[src/design/ptl_pkg.sv]
// shared types, constants and tables for the pad to lab transform
package ptl_pkg;

  localparam int CordicStagesDefault = 16;
  localparam int MaxStages = 24;

  // cordic datapath width: 16-bit input with 16 fraction bits plus growth
  localparam int CW = 36;
  // angle accumulator in 2^-16 degree
  localparam int AW = 26;

  localparam logic [16:0] Cos20Q16 = 17'd61583;
  localparam logic [15:0] Sin20Q16 = 16'd22415;

  // request state handed from cell to cell
  typedef struct packed {
    logic                  valid;
    logic                  enabled;
    logic [2:0]            sector;
    logic signed [CW-1:0]  x;
    logic signed [CW-1:0]  y;
    logic signed [AW-1:0]  ang;
    logic                  origin;
    logic signed [15:0]    lab_x;
    logic signed [15:0]    lab_y;
    logic signed [15:0]    lab_z;
    logic signed [16:0]    ref_az;
  } ptl_cell_t;

  // arctangent table in 2^-16 degree
  function automatic logic [AW-1:0] atan_q16(input logic [4:0] i);
    logic [AW-1:0] r;
    begin
      case (i)
        5'd0: r = 26'd2949120;  5'd1: r = 26'd1740967;
        5'd2: r = 26'd919879;   5'd3: r = 26'd466945;
        5'd4: r = 26'd234379;   5'd5: r = 26'd117304;
        5'd6: r = 26'd58666;    5'd7: r = 26'd29335;
        5'd8: r = 26'd14668;    5'd9: r = 26'd7334;
        5'd10: r = 26'd3667;    5'd11: r = 26'd1833;
        5'd12: r = 26'd917;     5'd13: r = 26'd458;
        5'd14: r = 26'd229;     5'd15: r = 26'd115;
        5'd16: r = 26'd57;      5'd17: r = 26'd29;
        5'd18: r = 26'd14;      5'd19: r = 26'd7;
        5'd20: r = 26'd4;       5'd21: r = 26'd2;
        5'd22: r = 26'd1;       default: r = '0;
      endcase
      return r;
    end
  endfunction

  // sector angle in 1/128 degree
  function automatic logic signed [16:0] sec_ang(input logic [2:0] s);
    logic signed [16:0] r;
    begin
      case (s)
        3'd0: r = 17'sd11520; 3'd1: r = 17'sd19200; 3'd2: r = 17'sd26880;
        3'd3: r = 17'sd34560; 3'd4: r = 17'sd42240; 3'd5: r = 17'sd3840;
        default: r = '0;
      endcase
      return r;
    end
  endfunction

  function automatic logic signed [15:0] sat16(input logic signed [39:0] v);
    logic signed [15:0] r;
    begin
      if (v > 40'sd32767) r = 16'sh7fff;
      else if (v < -40'sd32768) r = -16'sd32768;
      else r = v[15:0];
      return r;
    end
  endfunction

endpackage

[src/design/ptl_cordic_cell.sv]
// one vectoring cordic cell: a micro-rotation and a register
module ptl_cordic_cell #(
  parameter int Index = 0
) (
  input  logic                 clk,
  input  logic                 rst,
  input  ptl_pkg::ptl_cell_t   cell_in,
  output ptl_pkg::ptl_cell_t   cell_out
);

  localparam logic [4:0] Idx = 5'(Index);
  localparam int Shift = Index;

  ptl_pkg::ptl_cell_t cell_next;
  logic signed [ptl_pkg::CW-1:0] dx;
  logic signed [ptl_pkg::CW-1:0] dy;

  // arithmetic shifts floor as required
  always_comb begin
    dx = cell_in.y >>> Shift;
    dy = cell_in.x >>> Shift;
    cell_next = cell_in;
    if (cell_in.y > 0) begin
      cell_next.x = cell_in.x + dx;
      cell_next.y = cell_in.y - dy;
      cell_next.ang = cell_in.ang + $signed(ptl_pkg::atan_q16(Idx));
    end else begin
      cell_next.x = cell_in.x - dx;
      cell_next.y = cell_in.y + dy;
      cell_next.ang = cell_in.ang - $signed(ptl_pkg::atan_q16(Idx));
    end
  end

  // cell register, cleared by reset
  always_ff @(posedge clk) begin
    if (rst) begin
      cell_out <= '0;
    end else begin
      cell_out <= cell_next;
    end
  end

endmodule

[config.mk]
export PLATFORM = sky130hd
export DESIGN_NAME = ptl_cordic_cell
export DESIGN_NICKNAME = d
export VERILOG_FILES = /design/src/design/ptl_pkg.sv /design/src/design/ptl_cordic_cell.sv
export SDC_FILE = /design/constraint.sdc
export NUM_CORES = 1
export LEC_CHECK = 0
export ABC_AREA = 0
export ABC_CLOCK_PERIOD_IN_PS = 4059
export BUFFER_PORTS_ARGS = -buffer_cell sky130_fd_sc_hd__buf_4
export CAP_MARGIN = 10
export CORE_UTILIZATION = 40
export DETAILED_ROUTE_END_ITERATION = 6
export PLACE_DENSITY = 0.67
export SETUP_SLACK_MARGIN = 0.3
export SYNTH_ARGS = -nofsm -noshare
export SYNTH_HDL_FRONTEND = slang
export SYNTH_SLANG_ARGS = --single-unit
[constraint.sdc]
create_clock -name clk -period 4.06 [get_ports clk]
set_clock_uncertainty 0.05 [all_clocks]
set_input_delay 0.812 -clock clk [delete_from_list [all_inputs] [get_ports clk]]
set_output_delay 0.812 -clock clk [all_outputs]
set_load 0.005 [all_outputs]
==> tab_implementation.tex <==
\begin{tabular}{lr}
\hline
Metric & Value \\
\hline
\multicolumn{2}{l}{\textbf{Timing}} \\
Min Hold Slack & between 0.4 and 0.5 ns \\
RSZ-0062 raised after global routing & no \\
Number of max-slew violations in the final report & 0 \\
Period utilization & 87.4\% \\
Setup TNS & 0 ns \\
Endpoints failing setup & 0 \\
Min cycle time layout & between 3 and 4 ns \\
Slew at the pin closest to its max-slew limit & between 0.7 and 0.8 ns \\
Fin. Hold Viols & 0 \\
Max-slew headroom & 51.6\% \\
Highest Clock Rate & 282 MHz \\
\multicolumn{2}{l}{\textbf{Routing}} \\
Final wirelength & between 30000 and 40000 um \\
Per-cell via count in the routed design & $\sim$5.3 \\
Number of DRC markers in iteration 0 & $\sim$800 \\
Remaining number of nets flagged by the antenna check after routing & 0 \\
Via count & between 10000 and 15000 \\
DRT Pass-1 Iters & 5 \\
DRC & 0 \\
Routed len/inst & between 15 and 20 um \\
\multicolumn{2}{l}{\textbf{Die}} \\
Vertical die dimension & approximately 170 um \\
Die area & roughly 28000 um\^{}2 \\
Number of ports placed on the die boundary & 340 \\
Die boundary width & $\sim$170 um \\
Starting Density & between 40\% and 50\% \\
Area of the core & between 20000 and 30000 um\^{}2 \\
Standard-cell rows & 60 \\
\multicolumn{2}{l}{\textbf{Power}} \\
Power per standard cell area & about 350 nW/um\^{}2 \\
Standby leakage power & 6.94 nW \\
Max IR drop VDD & $\sim$0.00023 V \\
\multicolumn{2}{l}{\textbf{GRT}} \\
Total congestion overflow & 0 \\
Initial antenna violation count & 0 \\
Largest net degree at the start of global routing & 80 \\
Total global-route track usage & about 28\% \\
Via count of the first global-routing pass & 10700 \\
Global-route wire length before repair & a little over 60000 um \\
\multicolumn{2}{l}{\textbf{CTS}} \\
Number of CTS-inserted buffers & 17 \\
CTS tree & built \\
Count of cells resized by post-cts repair & 0 \\
Sink count of the clock tree & between 150 and 200 \\
Number of H-tree levels & 4 \\
Deepest clock path buffer count & 2 \\
Number of buffers inserted by post-CTS setup repair & 0 \\
Clock edge transition at the registers on the reported setup and hold paths & 0.07 ns \\
Clock Root Buffer & clkbuf\_16 \\
Number of buffers added to fix hold violations after cts & 0 \\
\multicolumn{2}{l}{\textbf{Critical path}} \\
Critical path type & in -> reg \\
Highest net fanout along the worst path & 6 \\
Setup crit end kind & flop \\
Cell with the biggest individual delay on the critical path & a2111oi\_2 \\
Crit-path max cell delay & about 0.49 ns \\
Crit path buf inv count & 2 \\
Launching element type of the critical path & primary input \\
Gate family responsible for the most delay along the worst path & compound AO/OA/AOI/OAI gates \\
Cell breakdown of the critical path & buf\_4 -> inv\_1 -> ha\_1 -> and2\_2 -> o211ai\_1 -> a2111oi\_2 -> nor4\_2 -> o31ai\_1 -> a21oi\_1 -> o21a\_1 -> o21ai\_0 -> and3\_1 -> mux2\_1 \\
Arrival time worst endpoint & $\sim$3.8 ns \\
Required time of the critical path & about 4.3 ns \\
\multicolumn{2}{l}{\textbf{Placed design}} \\
Global placer's final weighted congestion & around 0.95 \\
Post-DP HPWL & around 32000 um \\
Placed cell areas & roughly 14000 um\^{}2 \\
Port Buf Inserts & $\sim$340 \\
\multicolumn{2}{l}{\textbf{Worst hold path}} \\
Type of the tightest min-delay check & in -> reg \\
Worst hold endpoint & cell\_out[82]\$\_SDFF\_PP0\_ \\
Source of the worst hold timing path & cell\_in[82] \\
Worst hold path cell count & 2 \\
\multicolumn{2}{l}{\textbf{Yosys}} \\
Net count of the mapped netlist & between 1500 and 2000 \\
Synth top area cells & dfxtp\_1 (31\%), ha\_1 (13\%), a21oi\_1 (6.4\%) \\
Warnings from Yosys & 0 \\
Post-synthesis instance area & 11000 um\^{}2 \\
Synthesized flop and latch total & around 170 \\
Post-synth top area cell & dfxtp\_1 \\
Fraction of synthesized cell area taken by the top area cell type & between 30\% and 40\% \\
Number of instances in the synthesized netlist & $\sim$1400 \\
Count of flip-flops with a built-in enable after synthesis & 0 \\
Mean instance size in the synthesized netlist & about 8.0 um\^{}2 \\
Portion of the post-synthesis area used by sequential elements & between 30\% and 40\% \\
Cell variety after synth & just over 80 \\
Ys async rst share & 0\% \\
Predominant post-synthesis flop cell & dfxtp\_1 \\
\multicolumn{2}{l}{\textbf{Layout}} \\
Area growth, synth to finish & 34.1\% \\
Number of flip-flops under the largest register name & between 150 and 200 \\
Largest registers in the final layout & cell\_out x168 \\
Register ranked first by flip-flop count & cell\_out \\
Post-route design area & 14800 um\^{}2 \\
Number of nets in the finished design & 2017 \\
Number of antenna cells inserted & 0 \\
Fraction of final layout cells sized beyond drive strength 1 & between 20\% and 30\% \\
\multicolumn{2}{l}{\textbf{Run status}} \\
Status & completed \\
\multicolumn{2}{l}{\textbf{Job}} \\
Count of max-cap constraint violations & 0 \\
\hline
\end{tabular}
synthesized netlist by cell type (3+ instances only):
cell      count
a211oi_1      8
a211oi_2      4
a21boi_0      4
a21o_1       22
a21oi_1     141
a221o_1       3
a31oi_1      12
and2_1        6
buf_1        11
buf_2         7
buf_4         3
clkbuf_1     43
clkinv_1      3
dfxtp_1     168
fa_1          4
ha_1        113
inv_1       104
inv_2         5
mux2i_1      19
nand2_1      59
nand2b_1      8
nand3_1      15
nand4_1      18
nor2_1      173
nor2b_1     102
nor3_1       34
nor4_1       11
o211ai_1      7
o21a_1       10
o21ai_0      79
o21ai_1       6
o21bai_1     33
o221ai_1      4
o31a_1        3
o31ai_1       8
or2_2         7
xnor2_1      61
xor2_1        4
cells by family after synthesis:
kind of cell | share of synthesized area [%]
and+or+nand+nor | 20.3
AOI/OAI and AO/OA | 22.2
buffers and inverters | 6.28
DFF | 30.5
adders and majority gates | 13.6
xor gates and xnor gates | 5.17
muxes | 1.93
area by class of cell:
cell class,count,area [um^2]
Fill cell,2598,12200
Tap cell,341,427
Sequential cell,168,3360
Clock inverter,15,176
Clock buffer,17,425
Timing Repair Buffer,397,2990
Inverter,112,420
Multi-Input combinational cell,1033,6960
per-layer routing:
metal  vias up  wire (um)  GRT usage [%]
li1       5410          -              -
met1      5090      16600           33.6
met2       401      19300           48.2
met3        64       2460           5.43
met4         0       1090           9.29
met5         -          0              0
through the flow:
stage                     power [mW]  util (%)  setup slack, ns  cells
after floorplan                 2.81         -            0.308   1378
after global placement          3.57      52.5            0.175   2051
after detailed placement        3.57      52.5            0.125   2051
after CTS                       5.27      54.8            0.571   2083
after global routing            5.49      54.8            0.362   2083
final                           5.24      54.8            0.513   2083
how the worst max path moves through the flow:
| stage | from | slack, ns | cells past startpoint | end |
|---|---|---|---|---|
| 6_report | cell_in[96] | 0.51 | 13 | cell_out[161]$_SDFF_PP0_ |
| 2_1_floorplan | cell_in[125] | 0.31 | 17 | cell_out[91]$_SDFF_PP0_ |
| 3_3_place_gp | cell_in[93] | 0.18 | 13 | cell_out[127]$_SDFF_PP0_ |
| 3_5_place_dp | cell_in[93] | 0.13 | 13 | cell_out[127]$_SDFF_PP0_ |
| 5_1_grt | cell_in[96] | 0.36 | 13 | cell_out[161]$_SDFF_PP0_ |
| 4_1_cts | cell_in[96] | 0.57 | 13 | cell_out[161]$_SDFF_PP0_ |
power by group:
group,leakage (nW),switching (mW),internal [mW]
logic,5.25,0.920,0.779
clock network,0.291,0.849,0.834
registers,1.40,0.0493,1.81
total,6.94,1.82,3.42
layout by cell type, fill, tap and decap left out, drive strengths merged, types with 3 or more instances in the layout:
cell	instances
a2111oi	4
a211oi	13
a21boi	6
a21o	22
a21oi	142
a221o	3
a31oi	12
and2	7
buf	397
clkbuf	17
clkinv	10
dfxtp	168
fa	4
ha	113
inv	116
mux2i	19
nand2	59
nand2b	8
nand3	15
nand4	18
nor2	173
nor2b	102
nor3	34
nor3b	3
nor4	14
o2111ai	3
o211ai	7
o21a	10
o21ai	86
o21bai	34
o221ai	4
o311ai	3
o31a	3
o31ai	11
o41ai	4
or2	7
or3	3
xnor2	61
xor2	4
No activity file was read; power rests on OpenSTA's default activity.
