File: src/design/ptl_pkg.sv
// shared types, constants and tables for the pad to lab transform
package ptl_pkg;

  localparam int CordicStagesDefault = 16;
  localparam int MaxStages = 24;

  // cordic datapath width: 16-bit input with 16 fraction bits plus growth
  localparam int CW = 36;
  // angle accumulator in 2^-16 degree
  localparam int AW = 26;

  localparam logic [16:0] Cos20Q16 = 17'd61583;
  localparam logic [15:0] Sin20Q16 = 16'd22415;

  // request state handed from cell to cell
  typedef struct packed {
    logic                  valid;
    logic                  enabled;
    logic [2:0]            sector;
    logic signed [CW-1:0]  x;
    logic signed [CW-1:0]  y;
    logic signed [AW-1:0]  ang;
    logic                  origin;
    logic signed [15:0]    lab_x;
    logic signed [15:0]    lab_y;
    logic signed [15:0]    lab_z;
    logic signed [16:0]    ref_az;
  } ptl_cell_t;

  // arctangent table in 2^-16 degree
  function automatic logic [AW-1:0] atan_q16(input logic [4:0] i);
    logic [AW-1:0] r;
    begin
      case (i)
        5'd0: r = 26'd2949120;  5'd1: r = 26'd1740967;
        5'd2: r = 26'd919879;   5'd3: r = 26'd466945;
        5'd4: r = 26'd234379;   5'd5: r = 26'd117304;
        5'd6: r = 26'd58666;    5'd7: r = 26'd29335;
        5'd8: r = 26'd14668;    5'd9: r = 26'd7334;
        5'd10: r = 26'd3667;    5'd11: r = 26'd1833;
        5'd12: r = 26'd917;     5'd13: r = 26'd458;
        5'd14: r = 26'd229;     5'd15: r = 26'd115;
        5'd16: r = 26'd57;      5'd17: r = 26'd29;
        5'd18: r = 26'd14;      5'd19: r = 26'd7;
        5'd20: r = 26'd4;       5'd21: r = 26'd2;
        5'd22: r = 26'd1;       default: r = '0;
      endcase
      return r;
    end
  endfunction

  // sector angle in 1/128 degree
  function automatic logic signed [16:0] sec_ang(input logic [2:0] s);
    logic signed [16:0] r;
    begin
      case (s)
        3'd0: r = 17'sd11520; 3'd1: r = 17'sd19200; 3'd2: r = 17'sd26880;
        3'd3: r = 17'sd34560; 3'd4: r = 17'sd42240; 3'd5: r = 17'sd3840;
        default: r = '0;
      endcase
      return r;
    end
  endfunction

  function automatic logic signed [15:0] sat16(input logic signed [39:0] v);
    logic signed [15:0] r;
    begin
      if (v > 40'sd32767) r = 16'sh7fff;
      else if (v < -40'sd32768) r = -16'sd32768;
      else r = v[15:0];
      return r;
    end
  endfunction

endpackage

File: src/design/ptl_front.sv
// front end: tilt, sector rotation and cordic pre-rotation
module ptl_front (
  input  logic                clk,
  input  logic                rst,
  input  logic                req,
  input  logic [5:0]          sector_mask,
  input  logic [2:0]          sector,
  input  logic signed [15:0]  pad_local_x,
  input  logic signed [15:0]  pad_local_y,
  input  logic signed [16:0]  reference_azimuth,
  output ptl_pkg::ptl_cell_t  cell_out
);

  localparam int CW = ptl_pkg::CW;
  localparam int AW = ptl_pkg::AW;

  // stage 1 registers: products
  logic                valid1;
  logic                en1;
  logic [2:0]          sec1;
  logic signed [33:0]  xl1;      // py * cos20, 16 fraction bits
  logic signed [15:0]  px1;
  logic signed [31:0]  zp1;
  logic signed [16:0]  ref1;

  logic en0;
  assign en0 = (sector < 3'd6) && sector_mask[sector];

  always_ff @(posedge clk) begin
    if (rst) begin
      valid1 <= 1'b0;
    end else begin
      valid1 <= req;
    end
    en1  <= en0;
    sec1 <= sector;
    xl1  <= 34'(pad_local_y * $signed({1'b0, ptl_pkg::Cos20Q16}));
    zp1  <= 32'(pad_local_y * $signed({1'b0, ptl_pkg::Sin20Q16}));
    px1  <= pad_local_x;
    ref1 <= reference_azimuth;
  end

  // sector rotation using cos/sin of 0, 1/2, sqrt3/2, 1
  logic signed [CW-1:0] xl;
  logic signed [CW-1:0] yl;
  logic signed [55:0] xs;   // xl * sqrt3/2 in Q32
  logic signed [55:0] ys;
  logic signed [55:0] xh;   // xl * 1/2 in Q32
  logic signed [55:0] yh;
  logic signed [55:0] xo;
  logic signed [55:0] yo;
  logic signed [55:0] lxw;
  logic signed [55:0] lyw;
  logic signed [55:0] rnd;
  logic signed [55:0] lzw;
  ptl_pkg::ptl_cell_t cell_next;

  always_comb begin
    xl  = CW'(xl1);
    yl  = CW'($signed({px1, 16'h0}));
    xs  = 56'(xl) * 56'sd56756;
    ys  = 56'(yl) * 56'sd56756;
    xh  = 56'(xl) <<< 15;
    yh  = 56'(yl) <<< 15;
    xo  = 56'(xl) <<< 16;
    yo  = 56'(yl) <<< 16;
    case (sec1)
      3'd0: begin lxw = -yo;      lyw = xo;       end
      3'd1: begin lxw = -xs - yh; lyw = xh - ys;  end
      3'd2: begin lxw = -xs + yh; lyw = -xh - ys; end
      3'd3: begin lxw = yo;       lyw = -xo;      end
      3'd4: begin lxw = xs + yh;  lyw = -xh + ys; end
      3'd5: begin lxw = xs - yh;  lyw = xh + ys;  end
      default: begin lxw = '0; lyw = '0; end
    endcase
    rnd = 56'sd1 <<< 31;
    lzw = (56'(zp1) + 56'sd32768) >>> 16;
    cell_next = '0;
    cell_next.valid   = valid1;
    cell_next.enabled = en1;
    cell_next.sector  = sec1;
    cell_next.ref_az  = ref1;
    cell_next.origin  = (xl == '0) && (yl == '0);
    cell_next.lab_x   = ptl_pkg::sat16(40'((lxw + rnd) >>> 32));
    cell_next.lab_y   = ptl_pkg::sat16(40'((lyw + rnd) >>> 32));
    cell_next.lab_z   = ptl_pkg::sat16(40'(lzw));
    // pre-rotation into the right half plane
    if (xl < 0) begin
      if (yl >= 0) begin
        cell_next.x = yl; cell_next.y = -xl;
        cell_next.ang = AW'(90 * 65536);
      end else begin
        cell_next.x = -yl; cell_next.y = xl;
        cell_next.ang = -AW'(90 * 65536);
      end
    end else begin
      cell_next.x = xl; cell_next.y = yl; cell_next.ang = '0;
    end
  end

  always_ff @(posedge clk) begin
    if (rst) begin
      cell_out <= '0;
    end else begin
      cell_out <= cell_next;
    end
  end

endmodule

File: config.mk
export PLATFORM = sky130hd
export DESIGN_NAME = ptl_front
export DESIGN_NICKNAME = d
export VERILOG_FILES = /design/src/design/ptl_pkg.sv /design/src/design/ptl_front.sv
export SDC_FILE = /design/constraint.sdc
export NUM_CORES = 2
export LEC_CHECK = 0
export ABC_AREA = 1
export BUFFER_PORTS_ARGS = -buffer_cell sky130_fd_sc_hd__buf_4
export CAP_MARGIN = 20
export CORE_UTILIZATION = 50
export DETAILED_ROUTE_END_ITERATION = 8
export GPL_ROUTABILITY_DRIVEN = 0
export GPL_TIMING_DRIVEN = 0
export HOLD_SLACK_MARGIN = 0.1
export PLACE_DENSITY = 0.67
export REMOVE_ABC_BUFFERS = 1
export SYNTH_ARGS = -nofsm -noshare
export SYNTH_HDL_FRONTEND = slang
export SYNTH_SLANG_ARGS = --single-unit
File: constraint.sdc
create_clock -name clk -period 13.2 [get_ports clk]
set_input_delay 0.66 -clock clk [delete_from_list [all_inputs] [get_ports clk]]
set_output_delay 0.66 -clock clk [all_outputs]
set_load 0.01 [all_outputs]
==> parameters.txt <==
Parameter                              Value

Status
  Run status    completed

Timing
  Worst-case hold slack    0.148 ns
  Setup repair after global routing missed its margin    false
  Final hold vios    0
  Total Neg Setup Slack    0 ns
  Transition at the pin with the smallest max-transition slack    1.20 ns
  Minimum period implied by the final worst setup slack    11.93 ns
  Clock Skews    0.0289 ns
  Final Max Slew Viols    0
  Top achievable clock speed    0.0838 GHz
  Period utilisation layout    90.4%
  Final setup vio count    0
  Slew margin rel.    19.8%

GRT
  First-pass GRT wire length    259000 µm
  Overall routing resource usage    33.0%
  Number of antenna violations at the first check in global routing    3
  Pin count of the biggest net entering global routing    62
  Total overflow reported by the global router    0
  Number of global-route vias before repair    46000

Route
  Via density per instance    5.54
  Number of DRC markers in iteration 0    4648
  # DRC    0
  Wire length per cell    19.9 µm
  Final wirelength    168000 µm
  1st-pass router iterations    7
  Overall via count from detail_route    46600
  Detail Route Antenna Nets    0

Logic synthesis
  Synth unique cells    71
  Flops & latches, synth    234
  Count of mapped cells out of synthesis    6901
  Proportion of synthesized chip area in sequential cells    9.36%
  Share of synthesized flip-flops with an asynchronous set or reset    0%
  Average cell area after synthesis    7.26 µm²
  Area of the mapped netlist    50100 µm²
  Most used flip-flop cell after synthesis    dfxtp_1
  Number of synthesis warnings    0
  Count of flip-flops with a built-in enable after synthesis    0

Die
  Die outline area    101000 µm²
  Core area    98900 µm²
  Initial Util    50.6%
  DIE HEIGHT    318 µm
  Site Rows    115
  Number of placed I/O pins    230
  DIE WIDTH    318 µm

Placed design
  Placed Instances    8329
  Sum of net half-perimeters after detailed placement    144000 µm
  Port bufs    212

Setup path
  Critical Path AT    12.38 ns
  Crit path launch type    flip-flop
  Worst setup EP type    flip-flop
  Critical-path maximum fanout    34
  Slowest-stage cell, CP    dfxtp_2
  Max incr delay on CP    0.91 ns
  Critical path required time    13.65 ns
  Cell type with the highest occurrence count on the critical path    nand2_1
  Crit Path Category    flip-flop to flip-flop

Clock network
  Max clock buf depth    3
  Clock-pin slew of the registers on the worst-case setup and hold paths    0.06 ns
  Num CTS Buffers    28
  Clock insertion delay at the later pin of the skew report    0.63 ns
  CTS H-tree depth    1
  Buffers inserted by post-CTS timing repair    0
  TritonCTS clock tree    yes
  Sinks on Clock Net    234
  CTS root buffer    clkbuf_16

Layout
  Area overhead of the layout relative to synthesis    8.18%
  Leading cell types in the layout, fill and taps excluded    inv_1 (1566), nand2_1 (1236), ha_1 (739)
  Number of nets in the layout    8446
  Most common cell after layout, fill and taps aside    inv_1
  Inserted Diodes    0
  Share of post-route cells with drive strength above 1    7.56%
  Core Util, Final    54.8%
  Number of standard cells in the final layout excluding fillers    8405

Job
  Max-cap violations    0

Min path
  Worst hold-check path type    input port to flip-flop
## repair_timing
item                      CTS  global route
hold buffers               25             0
resized for setup           0             0
hold endpoints to repair   25             0
## per-stage QoR
stage / setup slack [ns] / area, µm²
after detailed placement: 1.54 / 52900
after floorplan: 3.73 / 49600
after CTS: 1.48 / 54200
final: 1.27 / 54200
after global routing: 0.663 / 54200
after global placement: 0.725 / 52800
## area by class of cell
cell class,instances,area [µm²]
Clock buffer,37,795
Clock inverter,13,236
Fill cell,9544,44700
Inverter,1617,6070
Multi-Input combinational cell,4973,38800
Sequential cell,234,4690
Tap cell,1287,1610
Timing Repair Buffer,244,1950
## kinds of logic after synthesis
kind of cell | share of synthesized area [%]
buffers and inverters | 13.3
xor gates and xnor gates | 4.27
other | 0.00749
DFF | 9.36
and+or+nand+nor | 23.4
adders and majority gates | 40.4
AOI/OAI and AO/OA | 9.32
## cell usage after synthesis (all sizes together), types with 3 or more instances
| cell type | number | area (µm²) |
|---|---|---|
| a21o | 16 | 120 |
| o31ai | 6 | 58.8 |
| nor4 | 21 | 144 |
| o22ai | 31 | 194 |
| dfxtp | 234 | 4680 |
| buf | 61 | 448 |
| a21oi | 377 | 1950 |
| o21ai | 257 | 1320 |
| and3 | 7 | 43.8 |
| o21bai | 43 | 327 |
| inv | 1611 | 6050 |
| a211oi | 3 | 22.5 |
| nand3 | 411 | 2200 |
| or2 | 35 | 219 |
| o221ai | 25 | 219 |
| nor2 | 616 | 2530 |
| and2 | 6 | 37.5 |
| o21a | 17 | 128 |
| o211ai | 7 | 57.6 |
| fa | 548 | 11000 |
| clkinv | 6 | 22.5 |
| nand2 | 1285 | 4960 |
| xnor2 | 51 | 462 |
| a22oi | 8 | 60.1 |
| xor2 | 187 | 1680 |
| nor3 | 72 | 407 |
| a31oi | 11 | 68.8 |
| nand4 | 136 | 992 |
| nand3b | 18 | 135 |
| ha | 739 | 9250 |
| a21boi | 14 | 113 |
| clkbuf | 32 | 123 |
| nor3b | 3 | 32.5 |
## metal layers
layer | vias up | share of wire, % | GRT usage (%)
li1 | 21900 | - | -
met5 | - | 0.0078 | 0
met4 | 2 | 6.7 | 17.9
met2 | 2276 | 45 | 54.4
met3 | 504 | 9.8 | 6.48
met1 | 21900 | 39 | 40.7
## state kept, by name, summed over array words and instances, names as in the netlist
register,count
px1,16
en1,1
zp1,19
xl1,31
sec1,3
cell_out,146
ref1,17
valid1,1
## worst max-delay path, delay by kind of cell (launching register included)
kind            cells  cell delay [ns]
fa+ha+maj           8             3.96
simple gates       17             2.69
compound gates      8             1.62
buf+inv             8             1.39
xor+xnor            3             1.16
flops               1             0.91
## path summary, 6_finish.rpt
check / from / to / slack [ns] / cells past startpoint
setup / recovery: px1[15] / cell_out[34] / 1.27 / 44
hold / removal: pad_local_x[8] / px1[8] / 0.15 / 1
setup reg to reg: px1[15] / cell_out[34] / 1.27 / 44
hold reg to reg: ref1[10] / cell_out[10] / 0.40 / 2
Power is left out: the tool's default activity adds up to more than one toggle a clock period on the data nets, which glitch-free logic cannot reach.
